### src/hdl/tlcm_pkg.sv
package tlcm_pkg;

  localparam int unsigned TickW = 16;

  localparam logic [TickW-1:0] NormalPeriodRst = 16'd400;
  localparam logic [TickW-1:0] BlinkPeriodRst  = 16'd200;
  localparam logic [TickW-1:0] LongPressRst    = 16'd400;
  localparam logic [TickW-1:0] DoubleGapRst    = 16'd20;

  // lamp register bit positions
  localparam int unsigned LampRed    = 0;
  localparam int unsigned LampYellow = 1;
  localparam int unsigned LampGreen  = 2;

  typedef enum logic [1:0] {
    CFG_NORMAL_PERIOD = 2'd0,
    CFG_BLINK_PERIOD  = 2'd1,
    CFG_LONG_PRESS    = 2'd2,
    CFG_DOUBLE_GAP    = 2'd3
  } cfg_idx_t;

  typedef enum logic [1:0] {
    MODE_NORMAL = 2'd0,
    MODE_BLINK  = 2'd1,
    MODE_EMERG  = 2'd2
  } mode_t;

  typedef enum logic [1:0] {
    PH_RED    = 2'd0,
    PH_REDYEL = 2'd1,
    PH_GREEN  = 2'd2,
    PH_YELLOW = 2'd3
  } phase_t;

  typedef enum logic [2:0] {
    CK_IDLE   = 3'd0,
    CK_PRESS1 = 3'd1,
    CK_GAP    = 3'd2,
    CK_PRESS2 = 3'd3,
    CK_HELD   = 3'd4
  } click_state_t;

  typedef enum logic [1:0] {
    G_NONE   = 2'd0,
    G_SINGLE = 2'd1,
    G_DOUBLE = 2'd2,
    G_LONG   = 2'd3
  } gesture_t;

  typedef struct packed {
    logic       red;
    logic       yellow;
    logic       green;
    logic [1:0] mode;
  } lamp_view_t;

endpackage

### src/hdl/traffic_light_with_click_modes.sv
// channel | direction | handshake            | payload
// in_     | request   | in_valid / in_ready  | in_button_pressed (one 5 ms tick)
// out_    | result    | out_valid / out_ready| lamps, light_mode, gesture
// cfg_    | write     | cfg_wr_en            | cfg_index, cfg_data
// One request per cycle while the result register is not stalled.
// Input register, then one pass of lamp and click logic into the result register.
// Reset (rst_n low, synchronous) empties both registers and restores the
// power-up periods and timers. A stalled result register holds the request
// waiting behind it; nothing is lost or repeated.
module traffic_light_with_click_modes (
  input  logic        clk,
  input  logic        rst_n,
  input  logic        in_valid,
  output logic        in_ready,
  input  logic        in_button_pressed,
  output logic        out_valid,
  input  logic        out_ready,
  output logic        out_red_on,
  output logic        out_yellow_on,
  output logic        out_green_on,
  output logic [1:0]  out_light_mode,
  output logic [1:0]  out_gesture,
  input  logic        cfg_wr_en,
  input  logic [1:0]  cfg_index,
  input  logic [15:0] cfg_data
);
  import tlcm_pkg::*;

  logic [TickW-1:0] normal_period_r, blink_period_r, long_press_r, double_gap_r;
  logic             in_valid_r, button_r;
  logic             out_valid_r;
  logic             out_free, adv;
  gesture_t         gesture;
  lamp_view_t       view;
  lamp_view_t       view_r;
  gesture_t         gesture_r;

  assign out_free = !out_valid_r || out_ready;
  assign adv      = in_valid_r && out_free;
  assign in_ready = !in_valid_r || out_free;

  always_ff @(posedge clk) begin
    if (!rst_n) begin
      normal_period_r <= NormalPeriodRst;
      blink_period_r  <= BlinkPeriodRst;
      long_press_r    <= LongPressRst;
      double_gap_r    <= DoubleGapRst;
    end else if (cfg_wr_en) begin
      case (cfg_idx_t'(cfg_index))
        CFG_NORMAL_PERIOD: normal_period_r <= cfg_data;
        CFG_BLINK_PERIOD:  blink_period_r  <= cfg_data;
        CFG_LONG_PRESS:    long_press_r    <= cfg_data;
        CFG_DOUBLE_GAP:    double_gap_r    <= cfg_data;
        default: ;
      endcase
    end
  end

  always_ff @(posedge clk) begin
    if (!rst_n) begin
      in_valid_r <= 1'b0;
    end else if (in_ready) begin
      in_valid_r <= in_valid;
    end
  end

  always_ff @(posedge clk) begin
    if (in_valid && in_ready) button_r <= in_button_pressed;
  end

  tlcm_click u_click (
    .clk              (clk),
    .rst_n            (rst_n),
    .adv              (adv),
    .pressed          (button_r),
    .long_press_ticks (long_press_r),
    .double_gap_ticks (double_gap_r),
    .gesture          (gesture)
  );

  tlcm_lamp u_lamp (
    .clk                 (clk),
    .rst_n               (rst_n),
    .adv                 (adv),
    .normal_period_ticks (normal_period_r),
    .blink_period_ticks  (blink_period_r),
    .gesture             (gesture),
    .view                (view)
  );

  always_ff @(posedge clk) begin
    if (!rst_n) begin
      out_valid_r <= 1'b0;
    end else if (out_free) begin
      out_valid_r <= in_valid_r;
    end
  end

  always_ff @(posedge clk) begin
    if (adv) begin
      view_r    <= view;
      gesture_r <= gesture;
    end
  end

  assign out_valid      = out_valid_r;
  assign out_red_on     = view_r.red;
  assign out_yellow_on  = view_r.yellow;
  assign out_green_on   = view_r.green;
  assign out_light_mode = view_r.mode;
  assign out_gesture    = gesture_r;

`ifndef ASSERT_OFF
  a_adv_fills: assert property (@(posedge clk) disable iff (!rst_n)
    adv |=> out_valid_r)
    else $error("processed request did not reach result register");
  a_single_blink: assert property (@(posedge clk) disable iff (!rst_n)
    (out_valid_r && gesture_r == G_SINGLE) |-> view_r.mode == MODE_BLINK)
    else $error("single click without blink mode");
  a_double_emerg: assert property (@(posedge clk) disable iff (!rst_n)
    (out_valid_r && gesture_r == G_DOUBLE) |-> view_r.mode == MODE_EMERG)
    else $error("double click without emergency mode");
  a_long_normal: assert property (@(posedge clk) disable iff (!rst_n)
    (out_valid_r && gesture_r == G_LONG) |-> view_r.mode == MODE_NORMAL)
    else $error("long press without normal mode");
`endif

endmodule

### src/hdl/tlcm_click.sv
module tlcm_click (
  input  logic                      clk,
  input  logic                      rst_n,
  input  logic                      adv,
  input  logic                      pressed,
  input  logic [tlcm_pkg::TickW-1:0] long_press_ticks,
  input  logic [tlcm_pkg::TickW-1:0] double_gap_ticks,
  output tlcm_pkg::gesture_t        gesture
);
  import tlcm_pkg::*;

  click_state_t      state_r, state_nxt;
  logic [TickW-1:0]  count_r, count_nxt;
  logic [TickW-1:0]  count_dec;
  logic              expired;

  assign count_dec = count_r - 1'b1;
  assign expired   = (count_dec == '0);

  always_comb begin
    state_nxt = state_r;
    count_nxt = count_r;
    gesture   = G_NONE;
    case (state_r)
      CK_IDLE: begin
        if (pressed) begin
          state_nxt = CK_PRESS1;
          count_nxt = long_press_ticks;
        end
      end
      CK_PRESS1: begin
        count_nxt = count_dec;
        if (expired) begin
          state_nxt = CK_HELD;
          gesture   = G_LONG;
        end else if (!pressed) begin
          state_nxt = CK_GAP;
          count_nxt = double_gap_ticks;
        end
      end
      CK_GAP: begin
        count_nxt = count_dec;
        if (expired) begin
          state_nxt = CK_IDLE;
          gesture   = G_SINGLE;
        end else if (pressed) begin
          state_nxt = CK_PRESS2;
          count_nxt = long_press_ticks;
        end
      end
      CK_PRESS2: begin
        count_nxt = count_dec;
        if (expired) begin
          state_nxt = CK_HELD;
          gesture   = G_LONG;
        end else if (!pressed) begin
          state_nxt = CK_IDLE;
          gesture   = G_DOUBLE;
        end
      end
      CK_HELD: begin
        if (!pressed) state_nxt = CK_IDLE;
      end
      default: state_nxt = CK_IDLE;
    endcase
  end

  always_ff @(posedge clk) begin
    if (!rst_n) begin
      state_r <= CK_IDLE;
      count_r <= '0;
    end else if (adv) begin
      state_r <= state_nxt;
      count_r <= count_nxt;
    end
  end

`ifndef ASSERT_OFF
  a_idle_quiet: assert property (@(posedge clk) disable iff (!rst_n)
    (state_r == CK_IDLE || state_r == CK_HELD) |-> gesture == G_NONE)
    else $error("gesture reported from idle or held state");
`endif

endmodule

### src/hdl/tlcm_lamp.sv
module tlcm_lamp (
  input  logic                       clk,
  input  logic                       rst_n,
  input  logic                       adv,
  input  logic [tlcm_pkg::TickW-1:0] normal_period_ticks,
  input  logic [tlcm_pkg::TickW-1:0] blink_period_ticks,
  input  tlcm_pkg::gesture_t         gesture,
  output tlcm_pkg::lamp_view_t       view
);
  import tlcm_pkg::*;

  logic [1:0]        mode_r, mode_nxt;
  phase_t            phase_r, phase_nxt;
  logic [2:0]        lamp_r, lamp_nxt;
  logic              short_r, short_nxt;
  logic [TickW-1:0]  period_r, period_nxt;
  logic [TickW-1:0]  period_dec;
  logic              step;

  assign period_dec = period_r - 1'b1;
  assign step       = (period_dec == '0);
  assign period_nxt = step ? (short_r ? blink_period_ticks : normal_period_ticks) : period_dec;

  // lamp step uses the mode held before this tick
  always_comb begin
    phase_nxt = phase_r;
    lamp_nxt  = lamp_r;
    if (step) begin
      case (mode_r)
        MODE_NORMAL: begin
          case (phase_r)
            PH_RED: begin
              lamp_nxt[LampYellow] = 1'b1;
              phase_nxt = PH_REDYEL;
            end
            PH_REDYEL: begin
              lamp_nxt[LampRed]    = 1'b0;
              lamp_nxt[LampYellow] = 1'b0;
              lamp_nxt[LampGreen]  = 1'b1;
              phase_nxt = PH_GREEN;
            end
            PH_GREEN: begin
              lamp_nxt[LampGreen]  = 1'b0;
              lamp_nxt[LampYellow] = 1'b1;
              phase_nxt = PH_YELLOW;
            end
            default: begin
              lamp_nxt[LampYellow] = 1'b0;
              lamp_nxt[LampRed]    = 1'b1;
              phase_nxt = PH_RED;
            end
          endcase
        end
        MODE_BLINK: begin
          lamp_nxt[LampRed]    = 1'b0;
          lamp_nxt[LampGreen]  = 1'b0;
          lamp_nxt[LampYellow] = ~lamp_r[LampYellow];
        end
        MODE_EMERG: begin
          lamp_nxt[LampRed]    = 1'b1;
          lamp_nxt[LampYellow] = 1'b0;
          lamp_nxt[LampGreen]  = 1'b0;
        end
        default: lamp_nxt = lamp_r;
      endcase
    end
  end

  always_comb begin
    mode_nxt  = mode_r;
    short_nxt = short_r;
    case (gesture)
      G_SINGLE: begin
        mode_nxt  = MODE_BLINK;
        short_nxt = 1'b1;
      end
      G_DOUBLE: mode_nxt = MODE_EMERG;
      G_LONG: begin
        mode_nxt  = MODE_NORMAL;
        short_nxt = 1'b0;
      end
      default: ;
    endcase
  end

  assign view.red    = lamp_nxt[LampRed];
  assign view.yellow = lamp_nxt[LampYellow];
  assign view.green  = lamp_nxt[LampGreen];
  assign view.mode   = mode_nxt;

  always_ff @(posedge clk) begin
    if (!rst_n) begin
      mode_r   <= MODE_NORMAL;
      phase_r  <= PH_RED;
      lamp_r   <= 3'b001;
      short_r  <= 1'b0;
      period_r <= NormalPeriodRst;
    end else if (adv) begin
      mode_r   <= mode_nxt;
      phase_r  <= phase_nxt;
      lamp_r   <= lamp_nxt;
      short_r  <= short_nxt;
      period_r <= period_nxt;
    end
  end

`ifndef ASSERT_OFF
  a_emerg_red: assert property (@(posedge clk) disable iff (!rst_n)
    (adv && step && mode_r == MODE_EMERG) |=> lamp_r == 3'b001)
    else $error("emergency step left lamps other than red");
`endif

endmodule
### config.mk
export PLATFORM = sky130hd
export DESIGN_NAME = traffic_light_with_click_modes
export DESIGN_NICKNAME = d
export VERILOG_FILES = /design/src/hdl/tlcm_pkg.sv /design/src/hdl/traffic_light_with_click_modes.sv /design/src/hdl/tlcm_click.sv /design/src/hdl/tlcm_lamp.sv
export SDC_FILE = /design/constraint.sdc
export NUM_CORES = 1
export LEC_CHECK = 0
export ABC_AREA = 0
export BUFFER_PORTS_ARGS = -buffer_cell sky130_fd_sc_hd__clkbuf_2
export CAP_MARGIN = 20
export CORE_MARGIN = 1
export CORE_UTILIZATION = 35
export CTS_CLUSTER_DIAMETER = 50
export CTS_CLUSTER_SIZE = 25
export DETAILED_ROUTE_END_ITERATION = 8
export HOLD_SLACK_MARGIN = 0.15
export PLACE_DENSITY_LB_ADDON = 0.3
export RECOVER_POWER = 50
export SYNTH_ARGS = -nofsm -noshare
export SYNTH_HDL_FRONTEND = slang
export SYNTH_SLANG_ARGS = --single-unit
### constraint.sdc
create_clock -name clk -period 4.49 [get_ports clk]
set_input_delay 0.898 -clock clk [delete_from_list [all_inputs] [get_ports clk]]
set_output_delay 0.898 -clock clk [all_outputs]
set_load 0.02 [all_outputs]
* Word-level counts from Yosys, hierarchy flattened
Index checks and enable logic that the tools add are counted.
Operators by class: eq/ne operators 17, add/subtract/negate cells 2, bitwise gates (word level) 1, mux-type cells 29, reductions and logical operators 23
Operator list (number):
- 16-bit 2-to-1 mux | 7
- 16-bit one-hot mux with 4 select lines | 1
- 16-bit zero test | 2
- 16-bit by 1-bit subtractor with 16-bit output (second input constant) | 2
- 3-bit 2-to-1 mux | 8
- 2-bit one-hot mux with 3 select lines | 3
- 3-bit one-hot mux with 5 select lines | 1
- 2-bit == test (second input constant) | 6
- 2-bit AND reduction | 5
- 3-bit one-hot mux with 3 select lines | 1
- 2-bit by 1-bit == test with 1-bit output (second input constant) | 4
- 3-bit by 2-bit == test with 1-bit output (second input constant) | 2
- 2-bit zero test | 3
- 2-bit 2-to-1 mux | 3
- 3-bit by 2-bit inequality test with 1-bit output (second input constant) | 2
- 1-bit one-hot mux with 2 select lines | 3
- 3-bit AND reduction | 2
- 4-bit AND reduction | 1
- 4-bit nonzero test | 1
- 3-bit by 1-bit == test with 1-bit output (second input constant) | 1
- 3-bit == test (second input constant) | 1
- 3-bit zero test | 1
- 1-bit logical AND | 2
- 1-bit zero test | 2
- 6 further kinds | 8
Word-level totals: output and inout port bits 9, register bits 117, input port bits 24, word-level logic and storage cells 91

* Longest topological paths before layout
word-level depth 7, depth in mapped cells 14, mapped depth without buffers 11

* By module
A second synthesis with hierarchy kept.
Second synthesis, totals: cells, all modules 721, area total of the unflattened synthesis 6361.1 um^2
Modules (own cells, without submodules):
- traffic_light_with_click_modes | seq. area each 1561.5 um^2, cells each 256, area each 2761.4 um^2, instances 1
- tlcm_lamp | seq. area each 480.5 um^2, cells each 224, area each 1803.0 um^2, instances 1
- tlcm_click | seq. area each 380.4 um^2, cells each 241, area each 1796.7 um^2, instances 1

* Least setup slack after synthesis
No wires, ideal clock.
path kind flip-flop to flip-flop, start point register u_click.count_r[0], end point register u_click.count_r[6], library setup time 0.060 ns, data required time 4.430 ns, buffers on the path 2, data arrival time 2.882 ns, path slack 1.548 ns, clock period less this slack 2.942 ns, cell stages (with the launch flop) 14, cells stage by stage dfxtp_1 > inv_1 > ha_1 > buf_2 > or3b_1 > clkbuf_1 > nor4_4 > xor2_2 > a2111oi_4 > nand2_2 > nand2_1 > mux2_1 > a211oi_1 > a311o_1
Between the ends: cells in the longest elaborated chain, start to end 4, elaborated cells on any way between the ends 7, those cells by class 1 x add/sub; 5 x mux; 1 x reduce/logical
Ends and longest elaborated chain:
- start: declaration | RTL line tlcm_click.sv:13 | logic [TickW-1:0] count_r, count_nxt;
- start signal: assignment | RTL line tlcm_click.sv:74 | count_r <= count_nxt;
- 16-bit by 1-bit subtractor with 16-bit output * | RTL line tlcm_click.sv:17 | assign count_dec = count_r - 1'b1;
- 16-bit zero test (tied with other cells) | RTL line tlcm_click.sv:18 | assign expired = (count_dec == '0);
- 16-bit 2-to-1 mux (on tied branches) | RTL line tlcm_click.sv:43, tlcm_click.sv:33
- 16-bit one-hot mux with 4 select lines * | RTL line tlcm_click.sv:24 | case (state_r)
Every way passes the cells marked *; elsewhere a longest branch is shown, timed or not. A chain may end at the register's enable or synchronous reset.

* Worst setup path in the final report
Same ends and word-level chain as after synthesis.

==> out/metrics.yaml <==
grt_use_total_pct: 19.0
first_pass_iters: 5
yosysSeqAreaShare_pct: 39.4
timing.rr.end: "u_click.count_r[6]$_SDFFE_PN0P_"
antenna_found_initial: 0
cts_tree: "yes"
grt_first_pass_wirelength_mm: 26.7
peakVddDrop_v: 0.000278
htreeDepth: 4
cts.clk_slew.worst_paths_ps: 60
drive_above_1_share_pct: 11.6
grt-ovfl-total: 0
yosys_warnings: 0
post_cts_buffers: 0
whs_endpoint: "blink_period_r[4]$_SDFFE_PN0P_"
synthTopCellsByArea: "dfxtp_1, nand2_1, a21boi_0, edfxtp_1, clkbuf_1"
cts-root-buf: "clkbuf_16"
grt_max_degree: 63
grt.met2_usage_pct: 27.9
r2r-start: "u_click.count_r[0]$_SDFFE_PN0P_"
cp.arrival_ps: 3860
path_class: "flip-flop to flip-flop"
fin_hold_ws_ps: 463
synth_nets: 800
vias_per_cell: 5.45
place_congestion: 0.858
area_growth_syn_to_layout_pct: 15.1
synth_top_area_share_pct: 35.5
synthFlopType: "dfxtp_1"
grt_util_met1_pct: 27.4
hpwlAfterDp_mm: 11.7
start_util_pct: 35.7
grt_pass1_vias: 4970
critPathMaxFanout: 16
drv_cap: 1
cts_repair_resize_count: 0
hold_viol_final: 0
routedWlPerCell_um: 16.4
power_density_mw_per_mm2: 401
die_w_um: 135
slew_violations: 63
rrSetupSlack_ps: 980
ys_seq_elements: 117
cellLeakagePower_nw: 2.50
grt_setup_unrepaired: "no"
fmax_mhz: 285
clk_path_buf_depth: 2
hold_buffers: 0
slew_headroom_pct: -63.3
netlist_top_cells_count: "nand2_1, dfxtp_1, a21boi_0, clkbuf_1, nor2_1"
cts_buffers: 17
min-delay-start: "blink_period_r[4]$_SDFFE_PN0P_"
synth_top_area_cell: "dfxtp_1"
grt_busiest_layer: "met2"
skew_ps: 9.12
synth_cell_type_count: 77
ios: 33
finalSetupViolCount: 0
r2r_cells: 11
async_reset_ff_share_pct: 0
synth_area_mm2: 0.00615
ant_nets: 0
cp-end-kind: "flip-flop"
violations: "capacitance limit, slew limit"
std_cell_rows: 48
met3_usage_pct: 3.49
final_area_mm2: 0.00708
synth_edf_count: 8
finalWorstSetupSlack_ps: 980
hold_depth: 2
drc: 0
core_area_mm2: 0.0172
num_antenna_cells: 0
worstMarginPinSlew_ps: 2450
instances_no_fill: 1017
synth.avg_cell_area_um2: 8.00
postRouteWirelength_mm: 16.7
vias: 5546
clkLatencyLatePin_ps: 420
hold_class: "flip-flop to flip-flop"
synth.most_common_cell: "nand2_1"
dpl-instance-area_mm2: 0.00645
die-area_mm2: 0.0181
place_ws_ps: 1080
dpl.cell_count: 983
layout.nets: 810
synth_cells: 769
die_h_um: 135
setup_tns_ps: 0
period_share_pct: 78.2
fin_crit_ps: 3510
start_kind: "flip-flop"
critPathRequiredTime_ps: 4840
clock_sinks: 117
status: "complete, but fails checks"
dr.first_iter.drc_count: 388
numPortBuffers: 32
## state kept, by name, summed over array words and instances, names as in the netlist, 2 cells and up
signal and cells:
blink_period_r 16, double_gap_r 16, long_press_r 16, normal_period_r 16, out_gesture 2, out_light_mode 2
u_click.count_r 16, u_click.state_r 3, u_lamp.lamp_r 3, u_lamp.mode_r 2, u_lamp.period_r 16, u_lamp.phase_r 2
## cells by family (layout without fill, tap and decap cells)
kind of cell,count (synthesis),after routing,share of synthesized area (%)
adder cells (fa/ha/maj),7,7,1.42
AND/OR/NAND/NOR,352,352,26.7
flip-flops,117,117,39.4
AO/OA/AOI/OAI,199,199,23.7
XOR/XNOR,8,8,1.26
multiplexers,19,19,3.15
buffers and inverters,67,90,4.39
## per-stage QoR
step / total power [mW] / utilization (%)
final: 2.84 / 41.1
after global routing: 2.94 / 41.1
after CTS: 2.86 / 41.0
after detailed placement: 1.45 / 37.4
after global placement: 1.45 / 37.3
after floorplan: 1.36 / -
## area by class of cell
cell class | count | area [µm²]
clock inverters | 11 | 119
multi-input cells | 585 | 3460
flip-flops and latches | 117 | 2420
well taps | 225 | 282
clock buffers | 21 | 503
repair buffers | 43 | 233
fillers | 1740 | 10200
inverters | 15 | 56.3
## critical path: stages (launching register included)
cell       delay [ps]
dfxtp_1           380
inv_1             130
ha_1              360
or3b_1            500
nor4_4            220
xor2_2            160
a2111oi_4         420
nand2_2           300
nand2_1           250
mux2_1            340
a211oi_1          250
a311o_1           140
## routing by layer
layer	share of wire, %	routed length, µm
met5	0	0
met4	2.0	336
met3	5.2	873
met2	44	7290
met1	49	8210
## report_power, final
group / leakage (nW) / switching, mW / internal (mW)
Clock: 0.309 / 0.498 / 0.910
Sequential: 0.963 / 0.0363 / 1.09
Combinational: 1.23 / 0.193 / 0.115
## how the worst max path moves through the flow
stage / start / endpoint / slack [ps] / cells past startpoint
after floorplan: u_click.count_r[0]$_SDFFE_PN0P_ / u_click.count_r[6]$_SDFFE_PN0P_ / 1550 / 13
after global placement: u_click.count_r[0]$_SDFFE_PN0P_ / u_click.count_r[15]$_SDFFE_PN0P_ / 1120 / 10
after detailed placement: u_click.count_r[0]$_SDFFE_PN0P_ / u_click.count_r[6]$_SDFFE_PN0P_ / 1080 / 11
after CTS: u_click.count_r[0]$_SDFFE_PN0P_ / u_click.count_r[6]$_SDFFE_PN0P_ / 1050 / 11
after global routing: rst_n / u_click.count_r[2]$_SDFFE_PN0P_ / 760 / 4
final: u_click.count_r[0]$_SDFFE_PN0P_ / u_click.count_r[6]$_SDFFE_PN0P_ / 980 / 11
## layout by cell type (no fill, tap or decap), types with 4 or more instances in the layout
cell type,instances
a211oi_1,4
a21boi_0,58
a21o_1,4
a21oi_1,22
a221oi_1,5
a22oi_1,12
a31oi_1,5
buf_4,7
clkbuf_1,5
clkbuf_16,19
clkbuf_2,29
clkinv_2,5
dfxtp_1,109
edfxtp_1,8
ha_1,7
inv_1,14
mux2i_1,16
nand2_1,187
nand2b_1,11
nand3_1,22
nand4_1,5
nor2_1,47
nor2b_1,12
nor3_1,19
nor3b_1,7
nor4_1,6
o21a_1,4
o21ai_0,32
o22ai_1,9
or2_2,4
or3_1,7
xnor2_1,7
Note: power is estimated with default switching activity, not from simulation.
